`config.mk`:
```
export PLATFORM = sky130hd
export DESIGN_NAME = bitmap_buddy_block_allocator_top
export DESIGN_NICKNAME = d
export VERILOG_FILES = /design/src/bba_pkg.sv /design/src/bitmap_buddy_block_allocator_top.sv /design/src/bba_tree_ram.sv /design/src/bba_seq.sv
export VERILOG_INCLUDE_DIRS = /design/src /design/src/src
export SDC_FILE = /design/constraint.sdc
export NUM_CORES = 2
export LEC_CHECK = 0
export BUFFER_PORTS_ARGS = -buffer_cell sky130_fd_sc_hd__buf_4
export CELL_PAD_IN_SITES_DETAIL_PLACEMENT = 0
export CELL_PAD_IN_SITES_GLOBAL_PLACEMENT = 1
export CORE_UTILIZATION = 54
export CTS_CLUSTER_SIZE = 12
export DETAILED_ROUTE_END_ITERATION = 10
export PLACE_DENSITY_LB_ADDON = 0.1
export SKIP_CTS_REPAIR_TIMING = 1
export SLEW_MARGIN = 20
export SYNTH_ARGS = -nofsm -noshare
export SYNTH_HDL_FRONTEND = slang
export SYNTH_SLANG_ARGS = --single-unit
```
`constraint.sdc`:
```
create_clock -name clock -period 62.4 [get_ports clock]
set_clock_uncertainty 0.05 [all_clocks]
set_input_delay 6.24 -clock clock [delete_from_list [all_inputs] [get_ports clock]]
set_output_delay 6.24 -clock clock [all_outputs]
set_load 0.02 [all_outputs]
```
`src/bitmap_buddy_block_allocator_top_defines.svh`:
```
// Assertion macros for the buddy block allocator
`ifndef BITMAP_BUDDY_BLOCK_ALLOCATOR_TOP_DEFINES_SVH
`define BITMAP_BUDDY_BLOCK_ALLOCATOR_TOP_DEFINES_SVH

// implication checked on every clock edge outside reset
`define BBA_ASSERT(label, clk, rst, prop, msg) \
   label: assert property (@(posedge clk) disable iff (rst) (prop)) else $error(msg);

// property checked also while reset is asserted
`define BBA_ASSERT_ALWAYS(label, clk, prop, msg) \
   label: assert property (@(posedge clk) (prop)) else $error(msg);

`endif

```
`src/bba_pkg.sv`:
```
// ---------------------------------------------------------------------------
// bba_pkg
// Types and constants of the bitmap buddy block allocator.
// ---------------------------------------------------------------------------
`default_nettype none
package bba_pkg;

   localparam int Layers     = 4;
   localparam int TopBlocks  = 64;
   localparam int BigMult    = 1 << (Layers - 1);
   localparam int TreeSize   = TopBlocks * ((1 << Layers) - 1);
   localparam int AddrW      = $clog2(TreeSize);
   localparam int SmallW     = 9;
   localparam int CountW     = 10;
   localparam int TopW       = 7;
   localparam int LayerW     = $clog2(Layers);
   localparam int IdxW       = SmallW + 1;

   localparam logic [2:0] ACT_ALLOC   = 3'd0;
   localparam logic [2:0] ACT_FREE    = 3'd1;
   localparam logic [2:0] ACT_RESERVE = 3'd2;
   localparam logic [2:0] ACT_RELEASE = 3'd3;
   localparam logic [2:0] ACT_QUERY   = 3'd4;

   localparam logic [1:0] ST_FREE     = 2'd0;
   localparam logic [1:0] ST_RESERVED = 2'd1;
   localparam logic [1:0] ST_UNMAPPED = 2'd2;

   typedef struct packed {
      logic [2:0]        action;
      logic [SmallW-1:0] start_block;
      logic [CountW-1:0] block_count;
   } req_type;

   typedef struct packed {
      logic              ok;
      logic [SmallW-1:0] base_block;
      logic [1:0]        block_state;
   } rsp_type;

   // memory port command from the sequencer
   typedef struct packed {
      logic             rd;
      logic             wr;
      logic [AddrW-1:0] addr;
      logic             wdata;
   } mem_cmd_type;

   function automatic logic [AddrW-1:0] layer_base(input logic [LayerW-1:0] layer);
      logic [AddrW+Layers-1:0] b;
      b = (AddrW+Layers)'(TopBlocks) * (((AddrW+Layers)'(1) << layer) - 1'b1);
      return b[AddrW-1:0];
   endfunction

endpackage
`default_nettype wire

```
`src/bitmap_buddy_block_allocator_top.sv`:
```
// ---------------------------------------------------------------------------
// bitmap_buddy_block_allocator_top
// Buddy allocator over a layered bitmap tree held in a single-port memory.
// ---------------------------------------------------------------------------
// channel | ports                           | handshake
// request | req_item                        | start && !busy
// result  | rsp_item                        | rsp_valid, one cycle
// config  | csr_we, csr_wdata               | csr_we
//
// Each item walks the tree one memory access at a time: a query reads one
// leaf bit, a range mark writes each leaf and then reads the two children of
// each parent and writes the parent, and an allocation search reads buddy
// pairs layer by layer up to a top-layer scan. After reset a clearing pass writes
// all 960 tree bits to used; busy stays high meanwhile. Results cannot be stalled.
`default_nettype none
module bitmap_buddy_block_allocator_top (
   input  wire logic                      clock,
   input  wire logic                      reset,
   input  wire logic                      start,
   output logic                           busy,
   input  wire bba_pkg::req_type          req_item,
   output logic                           rsp_valid,
   output bba_pkg::rsp_type               rsp_item,
   input  wire logic                      csr_we,
   input  wire logic [bba_pkg::TopW-1:0]  csr_wdata
);
   import bba_pkg::*;

   logic [TopW-1:0] top_blocks_ff;
   mem_cmd_type     cmd;
   logic            rdata;

   always_ff @(posedge clock) begin
      if (reset) top_blocks_ff <= TopW'(TopBlocks);
      else if (csr_we) top_blocks_ff <= csr_wdata;
   end

   bba_seq u_seq (
      .clock(clock), .reset(reset), .go(start), .req(req_item), .top_cfg(top_blocks_ff),
      .busy(busy), .done(rsp_valid), .rsp(rsp_item), .cmd(cmd), .rdata(rdata)
   );

   bba_tree_ram u_ram (.clock(clock), .cmd(cmd), .rdata(rdata));
endmodule
`default_nettype wire

```
`src/bba_tree_ram.sv`:
```
// ---------------------------------------------------------------------------
// bba_tree_ram
// Tree bitmap store: one bit per block of every layer, registered read.
// Resets to all used by a clearing pass run from the sequencer.
// ---------------------------------------------------------------------------
`default_nettype none
module bba_tree_ram (
   input  wire logic                 clock,
   input  wire bba_pkg::mem_cmd_type cmd,
   output logic                      rdata
);
   import bba_pkg::*;

   logic mem [TreeSize];
   logic rdata_ff;

   always_ff @(posedge clock) begin
      if (cmd.wr) mem[cmd.addr] <= cmd.wdata;
      if (cmd.rd) rdata_ff <= mem[cmd.addr];
   end

   assign rdata = rdata_ff;
endmodule
`default_nettype wire

```
`src/bba_seq.sv`:
```
// ---------------------------------------------------------------------------
// bba_seq
// Request sequencer: walks the tree one memory access at a time.
// ---------------------------------------------------------------------------
`default_nettype none
module bba_seq (
   input  wire logic                 clock,
   input  wire logic                 reset,
   input  wire logic                 go,
   input  wire bba_pkg::req_type     req,
   input  wire logic [bba_pkg::TopW-1:0] top_cfg,
   output logic                      busy,
   output logic                      done,
   output bba_pkg::rsp_type          rsp,
   output bba_pkg::mem_cmd_type      cmd,
   input  wire logic                 rdata
);
   import bba_pkg::*;
`include "bitmap_buddy_block_allocator_top_defines.svh"

   typedef enum logic [11:0] {
      S_CLEAR  = 12'b000000000001,
      S_IDLE   = 12'b000000000010,
      S_DISP   = 12'b000000000100,
      S_FRD    = 12'b000000001000,  // pair search read a
      S_FRB    = 12'b000000010000,  // read b
      S_FCMP   = 12'b000000100000,
      S_TOPRD  = 12'b000001000000,  // top layer scan read
      S_TOPCHK = 12'b000010000000,
      S_MARK   = 12'b000100000000,  // write leaf / alloc bits
      S_PRD    = 12'b001000000000,  // parent child reads
      S_PCMP   = 12'b010000000000,
      S_DONE   = 12'b100000000000
   } state_type;

   state_type         state_ff, state_in;
   logic [AddrW-1:0]  clr_ff, clr_in;
   req_type           req_ff, req_in;
   logic [TopW-1:0]   top_ff, top_in;       // saturated mapped top count
   logic [LayerW-1:0] lay_ff, lay_in;
   logic [LayerW-1:0] want_ff, want_in;
   logic [IdxW-1:0]   i_ff, i_in;           // scan index
   logic [IdxW-1:0]   lo_ff, lo_in, hi_ff, hi_in;
   logic [IdxW-1:0]   mend_ff, mend_in;     // leaf-range end, exclusive
   logic [IdxW-1:0]   run_ff, run_in, rstart_ff, rstart_in;
   logic              a_ff, a_in, sub_ff, sub_in;
   logic              bigrun_ff, bigrun_in; // top run allocation
   logic [1:0]        k_ff, k_in;
   logic [IdxW-1:0]   g_ff, g_in;
   logic              mval_ff, mval_in;     // value marked in range
   // alloc split mark: at layer lay write idx .. span
   logic              amark_ff, amark_in;
   logic [IdxW-1:0]   aidx_ff, aidx_in;
   rsp_type           rsp_ff, rsp_in;
   logic              done_ff, done_in;

   logic [CountW-1:0] cnt_w;
   logic [LayerW-1:0] clog_w;
   logic [IdxW-1:0]   limit_w, grp_w, pidx_w, mcount_w;
   logic [IdxW+1:0]   endsum_w;
   logic [AddrW-1:0]  taddr_w;

   always_comb begin
      clog_w = '0;
      for (int k = Layers - 1; k >= 1; k--)
         if (req_ff.block_count > CountW'(1 << (k - 1))) begin
            clog_w = LayerW'(k);
            break;
         end
   end

   assign limit_w = IdxW'(top_ff) << (Layers - 1);
   assign grp_w   = (IdxW'(top_ff) << lay_ff) >> 3;
   assign pidx_w  = (g_ff << 3) + IdxW'({k_ff, 1'b0});
   assign mcount_w = (req_ff.action == ACT_FREE && req_ff.block_count <= CountW'(BigMult))
                     ? IdxW'(1) << clog_w : IdxW'(req_ff.block_count);
   assign cnt_w   = req_ff.block_count;
   assign endsum_w = (IdxW+2)'(req_ff.start_block) + (IdxW+2)'(mcount_w);

   always_comb begin
      state_in = state_ff; clr_in = clr_ff; req_in = req_ff; top_in = top_ff;
      lay_in = lay_ff; want_in = want_ff; i_in = i_ff; lo_in = lo_ff; hi_in = hi_ff;
      mend_in = mend_ff; run_in = run_ff; rstart_in = rstart_ff; a_in = a_ff;
      sub_in = sub_ff; bigrun_in = bigrun_ff; k_in = k_ff; g_in = g_ff;
      mval_in = mval_ff; amark_in = amark_ff; aidx_in = aidx_ff; rsp_in = rsp_ff;
      done_in = 1'b0;
      cmd = '0;
      taddr_w = '0;
      case (state_ff)
         S_CLEAR: begin
            cmd.wr = 1'b1; cmd.addr = clr_ff; cmd.wdata = 1'b1;
            clr_in = clr_ff + 1'b1;
            if (clr_ff == AddrW'(TreeSize - 1)) state_in = S_IDLE;
         end
         S_IDLE: begin
            if (go) begin
               req_in = req;
               if (top_cfg == '0) top_in = TopW'(1);
               else if (top_cfg > TopW'(TopBlocks)) top_in = TopW'(TopBlocks);
               else top_in = top_cfg;
               state_in = S_DISP;
            end
         end
         S_DISP: begin
            rsp_in = '0; amark_in = 1'b0; bigrun_in = 1'b0;
            state_in = S_DONE;
            case (req_ff.action)
               ACT_QUERY: begin
                  rsp_in.ok = 1'b1;
                  if (IdxW'(req_ff.start_block) >= limit_w)
                     rsp_in.block_state = ST_UNMAPPED;
                  else begin
                     cmd.rd = 1'b1;
                     cmd.addr = layer_base(LayerW'(Layers - 1)) + AddrW'(req_ff.start_block);
                     sub_in = 1'b1; state_in = S_TOPCHK;
                  end
               end
               ACT_FREE, ACT_RESERVE, ACT_RELEASE: begin
                  if (cnt_w != '0) begin
                     rsp_in.ok = 1'b1;
                     mval_in = (req_ff.action == ACT_RESERVE);
                     if (IdxW'(req_ff.start_block) < limit_w) begin
                        mend_in = (endsum_w > (IdxW+2)'(limit_w)) ? limit_w
                                  : IdxW'(endsum_w);
                        i_in = IdxW'(req_ff.start_block);
                        lo_in = IdxW'(req_ff.start_block);
                        lay_in = LayerW'(Layers - 1);
                        state_in = S_MARK;
                     end
                  end
               end
               ACT_ALLOC: begin
                  if (cnt_w != '0) begin
                     if (cnt_w > CountW'(BigMult)) begin
                        bigrun_in = 1'b1; i_in = '0; run_in = '0; rstart_in = '0;
                        state_in = S_TOPRD;
                     end else begin
                        want_in = LayerW'(Layers - 1) - clog_w;
                        lay_in = LayerW'(Layers - 1) - clog_w;
                        g_in = '0; k_in = 2'd3;
                        state_in = (lay_in == '0) ? S_TOPRD : S_FRD;
                        i_in = '0;
                     end
                  end
               end
               default: ;
            endcase
         end
         S_FRD: begin
            if (g_ff >= grp_w) begin
               g_in = '0; k_in = 2'd3;
               lay_in = lay_ff - 1'b1;
               if (lay_ff == LayerW'(1)) begin i_in = '0; state_in = S_TOPRD; end
            end else begin
               cmd.rd = 1'b1; cmd.addr = layer_base(lay_ff) + AddrW'(pidx_w);
               state_in = S_FRB;
            end
         end
         S_FRB: begin
            cmd.rd = 1'b1; cmd.addr = layer_base(lay_ff) + AddrW'(pidx_w + 1'b1);
            state_in = S_FCMP;
         end
         S_FCMP: begin
            if (a_ff != rdata) begin
               aidx_in = a_ff ? pidx_w + 1'b1 : pidx_w;
               amark_in = 1'b1; state_in = S_MARK; i_in = '0;
            end else begin
               state_in = S_FRD;
               k_in = k_ff - 1'b1;
               if (k_ff == 2'd0) g_in = g_ff + 1'b1;
            end
         end
         S_TOPRD: begin
            if (i_ff >= IdxW'(top_ff)) state_in = S_DONE;
            else begin
               cmd.rd = 1'b1; cmd.addr = AddrW'(i_ff); sub_in = 1'b0;
               state_in = S_TOPCHK;
            end
         end
         S_TOPCHK: begin
            if (sub_ff) begin
               // query answer; sub is shared with the parent read pair
               rsp_in.block_state = rdata ? ST_RESERVED : ST_FREE;
               sub_in = 1'b0;
               state_in = S_DONE;
            end else if (bigrun_ff) begin
               state_in = S_TOPRD; i_in = i_ff + 1'b1;
               if (rdata) begin run_in = '0; rstart_in = i_ff + 1'b1; end
               else begin
                  run_in = run_ff + 1'b1;
                  if (((CountW+1)'(run_ff + 1'b1) << (Layers - 1)) >= (CountW+1)'(cnt_w)) begin
                     rsp_in.ok = 1'b1;
                     rsp_in.base_block = SmallW'(rstart_ff << (Layers - 1));
                     mval_in = 1'b1;
                     i_in = rstart_ff << (Layers - 1); lo_in = rstart_ff << (Layers - 1);
                     mend_in = (((IdxW+2)'(rstart_ff) << (Layers - 1)) + (IdxW+2)'(cnt_w)
                                > (IdxW+2)'(limit_w)) ? limit_w
                               : IdxW'((rstart_ff << (Layers - 1)) + IdxW'(cnt_w));
                     lay_in = LayerW'(Layers - 1);
                     state_in = S_MARK;
                  end
               end
            end else begin
               if (!rdata) begin
                  aidx_in = i_ff; lay_in = '0; amark_in = 1'b1; i_in = '0;
                  state_in = S_MARK;
               end else begin i_in = i_ff + 1'b1; state_in = S_TOPRD; end
            end
         end
         S_MARK: begin
            if (amark_ff) begin
               // split path from found layer down to want, then subtree below want
               cmd.wr = 1'b1; cmd.wdata = 1'b1;
               if (lay_ff <= want_ff) begin
                  cmd.addr = layer_base(lay_ff) + AddrW'(aidx_ff);
                  if (lay_ff == want_ff) begin
                     rsp_in.ok = 1'b1;
                     rsp_in.base_block = SmallW'(aidx_ff << (LayerW'(Layers - 1) - want_ff));
                     if (want_ff == LayerW'(Layers - 1)) state_in = S_DONE;
                     else begin
                        lay_in = want_ff + 1'b1; i_in = '0;
                     end
                  end else begin
                     lay_in = lay_ff + 1'b1; aidx_in = aidx_ff << 1;
                  end
               end else begin
                  cmd.addr = layer_base(lay_ff) +
                             AddrW'((aidx_ff << (lay_ff - want_ff)) + i_ff);
                  if (i_ff == (IdxW'(1) << (lay_ff - want_ff)) - 1'b1) begin
                     i_in = '0; lay_in = lay_ff + 1'b1;
                     if (lay_ff == LayerW'(Layers - 1)) state_in = S_DONE;
                  end else i_in = i_ff + 1'b1;
               end
            end else begin
               cmd.wr = 1'b1; cmd.wdata = mval_ff;
               cmd.addr = layer_base(LayerW'(Layers - 1)) + AddrW'(i_ff);
               if (i_ff + 1'b1 == mend_ff) begin
                  hi_in = mend_ff - 1'b1;
                  lo_in = lo_ff >> 1; hi_in = (mend_ff - 1'b1) >> 1;
                  i_in = lo_ff >> 1;
                  lay_in = LayerW'(Layers - 2);
                  state_in = S_PRD;
               end else i_in = i_ff + 1'b1;
            end
         end
         S_PRD: begin
            cmd.rd = 1'b1;
            taddr_w = layer_base(lay_ff + 1'b1) + AddrW'({i_ff, 1'b0});
            cmd.addr = sub_ff ? taddr_w + 1'b1 : taddr_w;
            state_in = sub_ff ? S_PCMP : S_PRD;
            sub_in = ~sub_ff;
         end
         S_PCMP: begin
            cmd.wr = 1'b1; cmd.addr = layer_base(lay_ff) + AddrW'(i_ff);
            cmd.wdata = a_ff | rdata;
            state_in = S_PRD;
            if (i_ff == hi_ff) begin
               if (lay_ff == '0) state_in = S_DONE;
               else begin
                  lay_in = lay_ff - 1'b1; lo_in = lo_ff >> 1; hi_in = hi_ff >> 1;
                  i_in = lo_ff >> 1;
               end
            end else i_in = i_ff + 1'b1;
         end
         S_DONE: begin
            done_in = 1'b1; state_in = S_IDLE;
         end
         default: state_in = S_IDLE;
      endcase
      // capture first of a read pair
      if (state_ff == S_FRB || (state_ff == S_PRD && sub_ff)) a_in = rdata;
   end

   always_ff @(posedge clock) begin
      if (reset) begin
         state_ff <= S_CLEAR; clr_ff <= '0; done_ff <= 1'b0; sub_ff <= 1'b0;
         top_ff <= TopW'(TopBlocks);
      end else begin
         state_ff <= state_in; clr_ff <= clr_in; done_ff <= done_in; sub_ff <= sub_in;
         top_ff <= top_in;
      end
      req_ff <= req_in; lay_ff <= lay_in; want_ff <= want_in; i_ff <= i_in;
      lo_ff <= lo_in; hi_ff <= hi_in; mend_ff <= mend_in; run_ff <= run_in;
      rstart_ff <= rstart_in; a_ff <= a_in; bigrun_ff <= bigrun_in; k_ff <= k_in;
      g_ff <= g_in; mval_ff <= mval_in; amark_ff <= amark_in; aidx_ff <= aidx_in;
      rsp_ff <= rsp_in;
   end

   assign busy = (state_ff != S_IDLE);
   assign done = done_ff;
   assign rsp  = rsp_ff;

   `BBA_ASSERT(a_done_after_done_state, clock, reset, done_ff |-> $past(state_ff) == S_DONE, "done without done state")
   `BBA_ASSERT(a_no_wr_idle, clock, reset, (state_ff == S_IDLE) |-> !cmd.wr, "write while idle")
   `BBA_ASSERT(a_rdwr_excl, clock, reset, !(cmd.rd && cmd.wr) || state_ff == S_PCMP, "read and write together")
   `BBA_ASSERT_ALWAYS(a_reset_clear, clock, $past(reset) |-> state_ff == S_CLEAR, "reset must start clear")
endmodule
`default_nettype wire
```
* After elaboration in Yosys (flattened, before gate mapping)
Memories as Yosys holds them, arrays and structs flattened. A register that Yosys moved wholly into a read port is not among the register bits.
Cells that the tools add are included.
** Cells by class
- Shifts and indexed selects :: 7
- Reduce and logical (&&, ||, !) cells :: 41
- Add/sub/neg operators :: 31
- Equal/unequal tests :: 72
- Magnitude comparators :: 14
- Bitwise logic cells :: 3
- Mux-type cells :: 188
** Operators with widths (number)
- $mux W10 :: 74
- $mux W12 :: 22
- $pmux W12 S11 :: 1
- $pmux W10 S3 :: 3
- $add A10 B10 Y10 :: 8
- $pmux W10 S2 :: 4
- $pmux W10 S8 :: 1
- $mux W2 :: 31
- $add A10 B1 Y10 const B :: 6
- $pmux W10 S6 :: 1
- $mux W9 :: 6
- $pmux W10 S4 :: 1
- $pmux W12 S3 :: 1
- $ne A2 B1 Y1 const B :: 17
- $reduce_and A8 Y1 :: 4
- $eq A10 B10 Y1 :: 3
- $ne A2 B2 Y1 const B :: 14
- $mux W1 :: 26
- $gt A12 B10 Y1 :: 2
- $reduce_and A12 Y1 :: 2
- $mux W11 :: 2
- $mux W7 :: 3
- $reduce_and A7 Y1 :: 3
- $ge A10 B7 Y1 :: 2
- other kinds (80) :: 119
** Storage, ports and cells
- Memories kept :: 1
- Input port bits :: 33
- Register bits :: 161
- Output and inout bits :: 14
- RAM bits :: 960
- Word-level logic and storage cells :: 384
** Memory list
- u_ram.mem :: depth 960, bits a word 1, read ports 1, clocked after Yosys merged registers in 1, write ports 1, RTL line bba_tree_ram.sv:14 : logic mem [TreeSize];

* Longest topological paths before layout
- Word-level depth :: 15
- Gate-level depth with buffers :: 30
- Mapped depth without buffers :: 28

* Hierarchy
From an unflattened synthesis, not the netlist that was laid out.
** Second synthesis, totals
- Cells, all modules :: 4528
- Area, all modules :: 54073.1 um2
** By module, submodules not included
- bba_tree_ram :: seq. area each 28857.7 um2, times used 1, cells each 3159, area an instance 41683.7 um2
- bba_seq :: seq. area each 4194.0 um2, times used 1, cells each 1347, area an instance 12137.9 um2
- bitmap_buddy_block_allocator_top :: seq. area each 140.1 um2, times used 1, cells each 22, area an instance 251.5 um2

* Least setup slack after synthesis
Ideal clock, no wire load.
- Path kind :: register to register
- Start point :: reg u_seq.state_ff[4]
- End point :: mem u_ram.mem[0] (data pin)
- Buffers on the path :: 2
- Period minus slack after synthesis :: 31554 ps
- Setup slack :: 30846 ps
- Cell stages (with the launch flop) :: 7
- Library setup time :: 5172 ps
- Data required time :: 57178 ps
- Arrival time :: 26333 ps
- Cells stage by stage :: dfxtp_1 > or4_1 > buf_2 > nor2_1 > nand3_1 > clkbuf_1 > o211ai_1
** RTL lines
- start: declaration :: RTL line bba_seq.sv:36 : state_type state_ff, state_in;
- start signal: assignment :: RTL line bba_seq.sv:279 : state_ff <= state_in; clr_ff <= clr_in; done_ff <= done_in; sub_ff <= sub_in;
- end: declaration :: RTL line bba_tree_ram.sv:14

* Final worst setup path
- Start point :: reg u_seq.state_ff[9]
- End point :: out busy
** On the way
- Cells in the longest elaborated chain, start to end :: 1
** Ends and longest elaborated chain
- $ne A12 B2 Y1 :: RTL line bba_seq.sv:289 : assign busy = (state_ff != S_IDLE);
- end: declaration :: RTL line bitmap_buddy_block_allocator_top.sv:20 : output logic busy,
Every way passes these cells.

==> flow_metrics.py <==
metrics = {
    "status": {
        "status": "complete, no violations",
    },
    "synthesis": {
        "synth_warnings": 0,
        "synth_compound_area_share_pct": 7.19,
        "synth_ff_type": "edfxtp_1",
        "syn_nets": 4848,
        "synth_cells": 4702,
        "synth.avg_cell_area_um2": 11.5,
        "synthSimpleGateAreaFrac_pct": 15.9,
        "synth_xor_area_share_pct": 1.48,
        "synthMuxAreaShare_pct": 7.70,
        "synth_cell_types": 99,
        "ys_ff_latch": 1118,
        "ys_async_sr_fraction_pct": 0,
        "netlist_area_um2": 53900,
        "synth_top_family_by_area": "simple AND/OR/NAND/NOR gates",
        "synthAdderAreaFrac_pct": 2.78,
        "seq_area_frac_synth_pct": 61.6,
        "synth_enable_flop_cells": 1080,
    },
    "clock_network": {
        "cts_root_buf": "clkbuf_16",
        "cts_buffers": 115,
        "cts_sinks": 1118,
        "clk_path_buf_depth": 3,
        "htreeDepth": 3,
        "clk_pin_slew_ns": 0.06,
        "insertion_delay_ns": 0.74,
        "cts_tree": "built",
    },
    "global_routing": {
        "globalRouteTotalUtil_pct": 34.3,
        "antenna_found_initial": 2,
        "grt_pass1_wl_mm": 253,
        "overflow": 0,
        "grt_max_degree": 308,
        "grt_pass1_vias": 36900,
    },
    "layout": {
        "syn2layout_area_growth_pct": 9.52,
        "fillCellCount": 8123,
        "mostFrequentLayoutCell": "nor2_1",
        "mostFrequentLayoutCells": "1,125 x nor2_1, 1,080 x edfxtp_1, 451 x nand2_1, 222 x mux2i_1, 197 x a21oi_1",
        "seq_area_um2": 33200,
        "multi_input_area_um2": 19100,
        "nets": 4759,
        "drive_gt1_share_pct": 10.5,
    },
    "sta": {
        "worst-slew-pin-transition_ns": 1.14,
        "slew_headroom_pct": 23.5,
        "fin_crit_ns": 8.65,
        "finalCritPeriodShare_pct": 13.9,
        "fin_tns_setup_ns": 0,
        "hold_violations": 0,
        "fmax_mhz": 116,
        "setup_viol": 0,
        "slew_viol_final": 0,
        "rsz0062_at_grt": "false",
    },
    "power": {
        "max-vdd-ir-drop_uv": 43.3,
        "powerDensity_nw_per_um2": 31.0,
        "power_mw": 1.83,
        "leakage_nw": 19.1,
    },
    "die": {
        "start_util_pct": 54.7,
        "coreArea_um2": 98600,
        "fp-row-count": 115,
        "die_area_um2": 101000,
        "ioPinCount": 47,
        "die_h_um": 318,
        "die_w_um": 318,
    },
    "setup_path": {
        "cp_num_buf_inv": 1,
        "cpLargestDelayFamily": "simple AND/OR/NAND/NOR gates",
        "cp_slowest_stage_delay_ns": 0.62,
        "cp_max_fo": 15,
        "cp-start-kind": "flip-flop",
        "endpoint_kind": "primary output",
        "cp.required_ns": 56.11,
        "worst_path_max_delay_cell": "or4_4",
        "cp_cell_sequence": "or4_4 -> nor2_4 -> nand2_1 -> buf_4",
        "cp.arrival_ns": 2.36,
        "path_class": "flip-flop to primary output",
    },
    "flow_run": {
        "drv_cap": 0,
    },
    "placed_design": {
        "hpwl_mm": 107,
        "place.port_buffers": 46,
        "place_congestion": 0.952,
    },
    "detailed_routing": {
        "ant_nets": 0,
        "drtPass1Iterations": 6,
        "wl_per_cell_um": 29.3,
        "vias": 38600,
        "drc": 0,
        "via_per_inst": 6.44,
        "wl_mm": 175,
        "drt_iter0_drc": 5127,
    },
    "min_path": {
        "hp-class": "flip-flop to flip-flop",
    },
}
[synthesized netlist by cell type (all sizes together) (8+ instances only)]
master | n | area, µm²
and3 | 36 | 225
clkbuf | 224 | 842
inv | 76 | 285
a22oi | 28 | 210
o21ai | 94 | 470
a31oi | 12 | 75.1
nor4 | 41 | 293
or4 | 9 | 75.1
xor2 | 45 | 394
nand4 | 49 | 328
mux2 | 13 | 146
dfxtp | 38 | 761
nand3b | 9 | 67.6
nor2 | 1130 | 4250
and2 | 13 | 81.3
a221oi | 13 | 120
o22ai | 74 | 463
o32ai | 12 | 105
a21o | 10 | 75.1
nand2 | 502 | 1880
a21oi | 199 | 1000
o221ai | 15 | 138
xnor2 | 46 | 403
a2111oi | 8 | 95.1
nor2b | 17 | 106
nor3 | 60 | 305
a211oi | 23 | 173
nand3 | 90 | 455
buf | 144 | 664
mux4 | 79 | 1780
edfxtp | 1080 | 32400
o21a | 17 | 128
o211ai | 20 | 150
ha | 102 | 1280
or3 | 14 | 87.6
mux2i | 222 | 2220
nor4b | 11 | 96.3
nand2b | 15 | 93.8
fa | 11 | 220
[kinds of logic (layout without fill, tap and decap cells)]
logic type,after synthesis,after routing
AO/OA/AOI/OAI,598,598
buffers and inverters,444,435
other,0,3
multiplexers,314,314
flip-flops,1118,1118
adder cells (fa/ha/maj),113,113
XOR/XNOR,91,91
AND/OR/NAND/NOR,2024,2024
[report_power, final]
group	switching (mW)	internal (mW)
logic	0.210	0.0911
registers	0.00219	0.870
clock network	0.291	0.363
[final timing paths]
kind | start | to | slack [ns] | cells after the start
setup / recovery | u_seq.state_ff[9] | busy | 53.75 | 4
hold / removal | u_seq.clr_ff[1] | u_seq.clr_ff[1] | 0.44 | 2
setup reg to reg | u_seq.lay_ff[0] | u_ram.rdata | 54.00 | 22
hold reg to reg | u_seq.clr_ff[1] | u_seq.clr_ff[1] | 0.44 | 2
[sequential cells by signal, indices dropped and copies added, names as in the netlist, 8 cells and up]
signal and cells:
u_seq.rsp 12, u_seq.g_ff 10, u_seq.hi_ff 9, u_seq.cnt_w 10, u_seq.clr_ff 10, u_ram.mem 960
u_seq.req_ff 12, u_seq.rstart_ff 9, u_seq.run_ff 8, u_seq.aidx_ff 10, u_seq.lo_ff 9, u_seq.mend_ff 10
u_seq.i_ff 10, u_seq.state_ff 12
[routing by layer]
| layer | track usage (%) | share of wire [%] | vias up |
|---|---|---|---|
| met5 | 0 | 0.011 | - |
| met4 | 17.8 | 5.7 | 2 |
| met3 | 6.34 | 9.4 | 473 |
| met2 | 55.3 | 47 | 2097 |
| met1 | 44.6 | 38 | 19200 |
| li1 | - | - | 16800 |
[worst min-delay path: stages (launching register included)]
cell	delay, ns
dfxtp_1	0.33
nand2_1	0.07
a21oi_1	0.05
[metrics by stage]
stage	worst slack (ns)	hold slack [ns]	area [µm²]	utilization (%)	cells
2_1_floorplan	30.85	0.403	53900	-	4702
3_3_place_gp	54.24	0.431	55400	56.2	5782
3_5_place_dp	54.06	0.433	55400	56.2	5782
4_1_cts	53.76	0.441	58900	59.8	5979
5_1_grt	53.49	0.473	59000	59.9	5980
6_report	53.75	0.442	59000	59.9	5983
[final cells by class]
type	count	share of cell area (%)
Clock buffer	149	5.18
Clock inverter	48	0.736
Sequential cell	1118	56.3
Inverter	76	0.483
Timing Repair Buffer	162	2.16
Multi-Input combinational cell	3140	32.4
Antenna cell	3	0.0127
Tap cell	1287	2.73
Note: power is estimated with default switching activity, not from simulation.
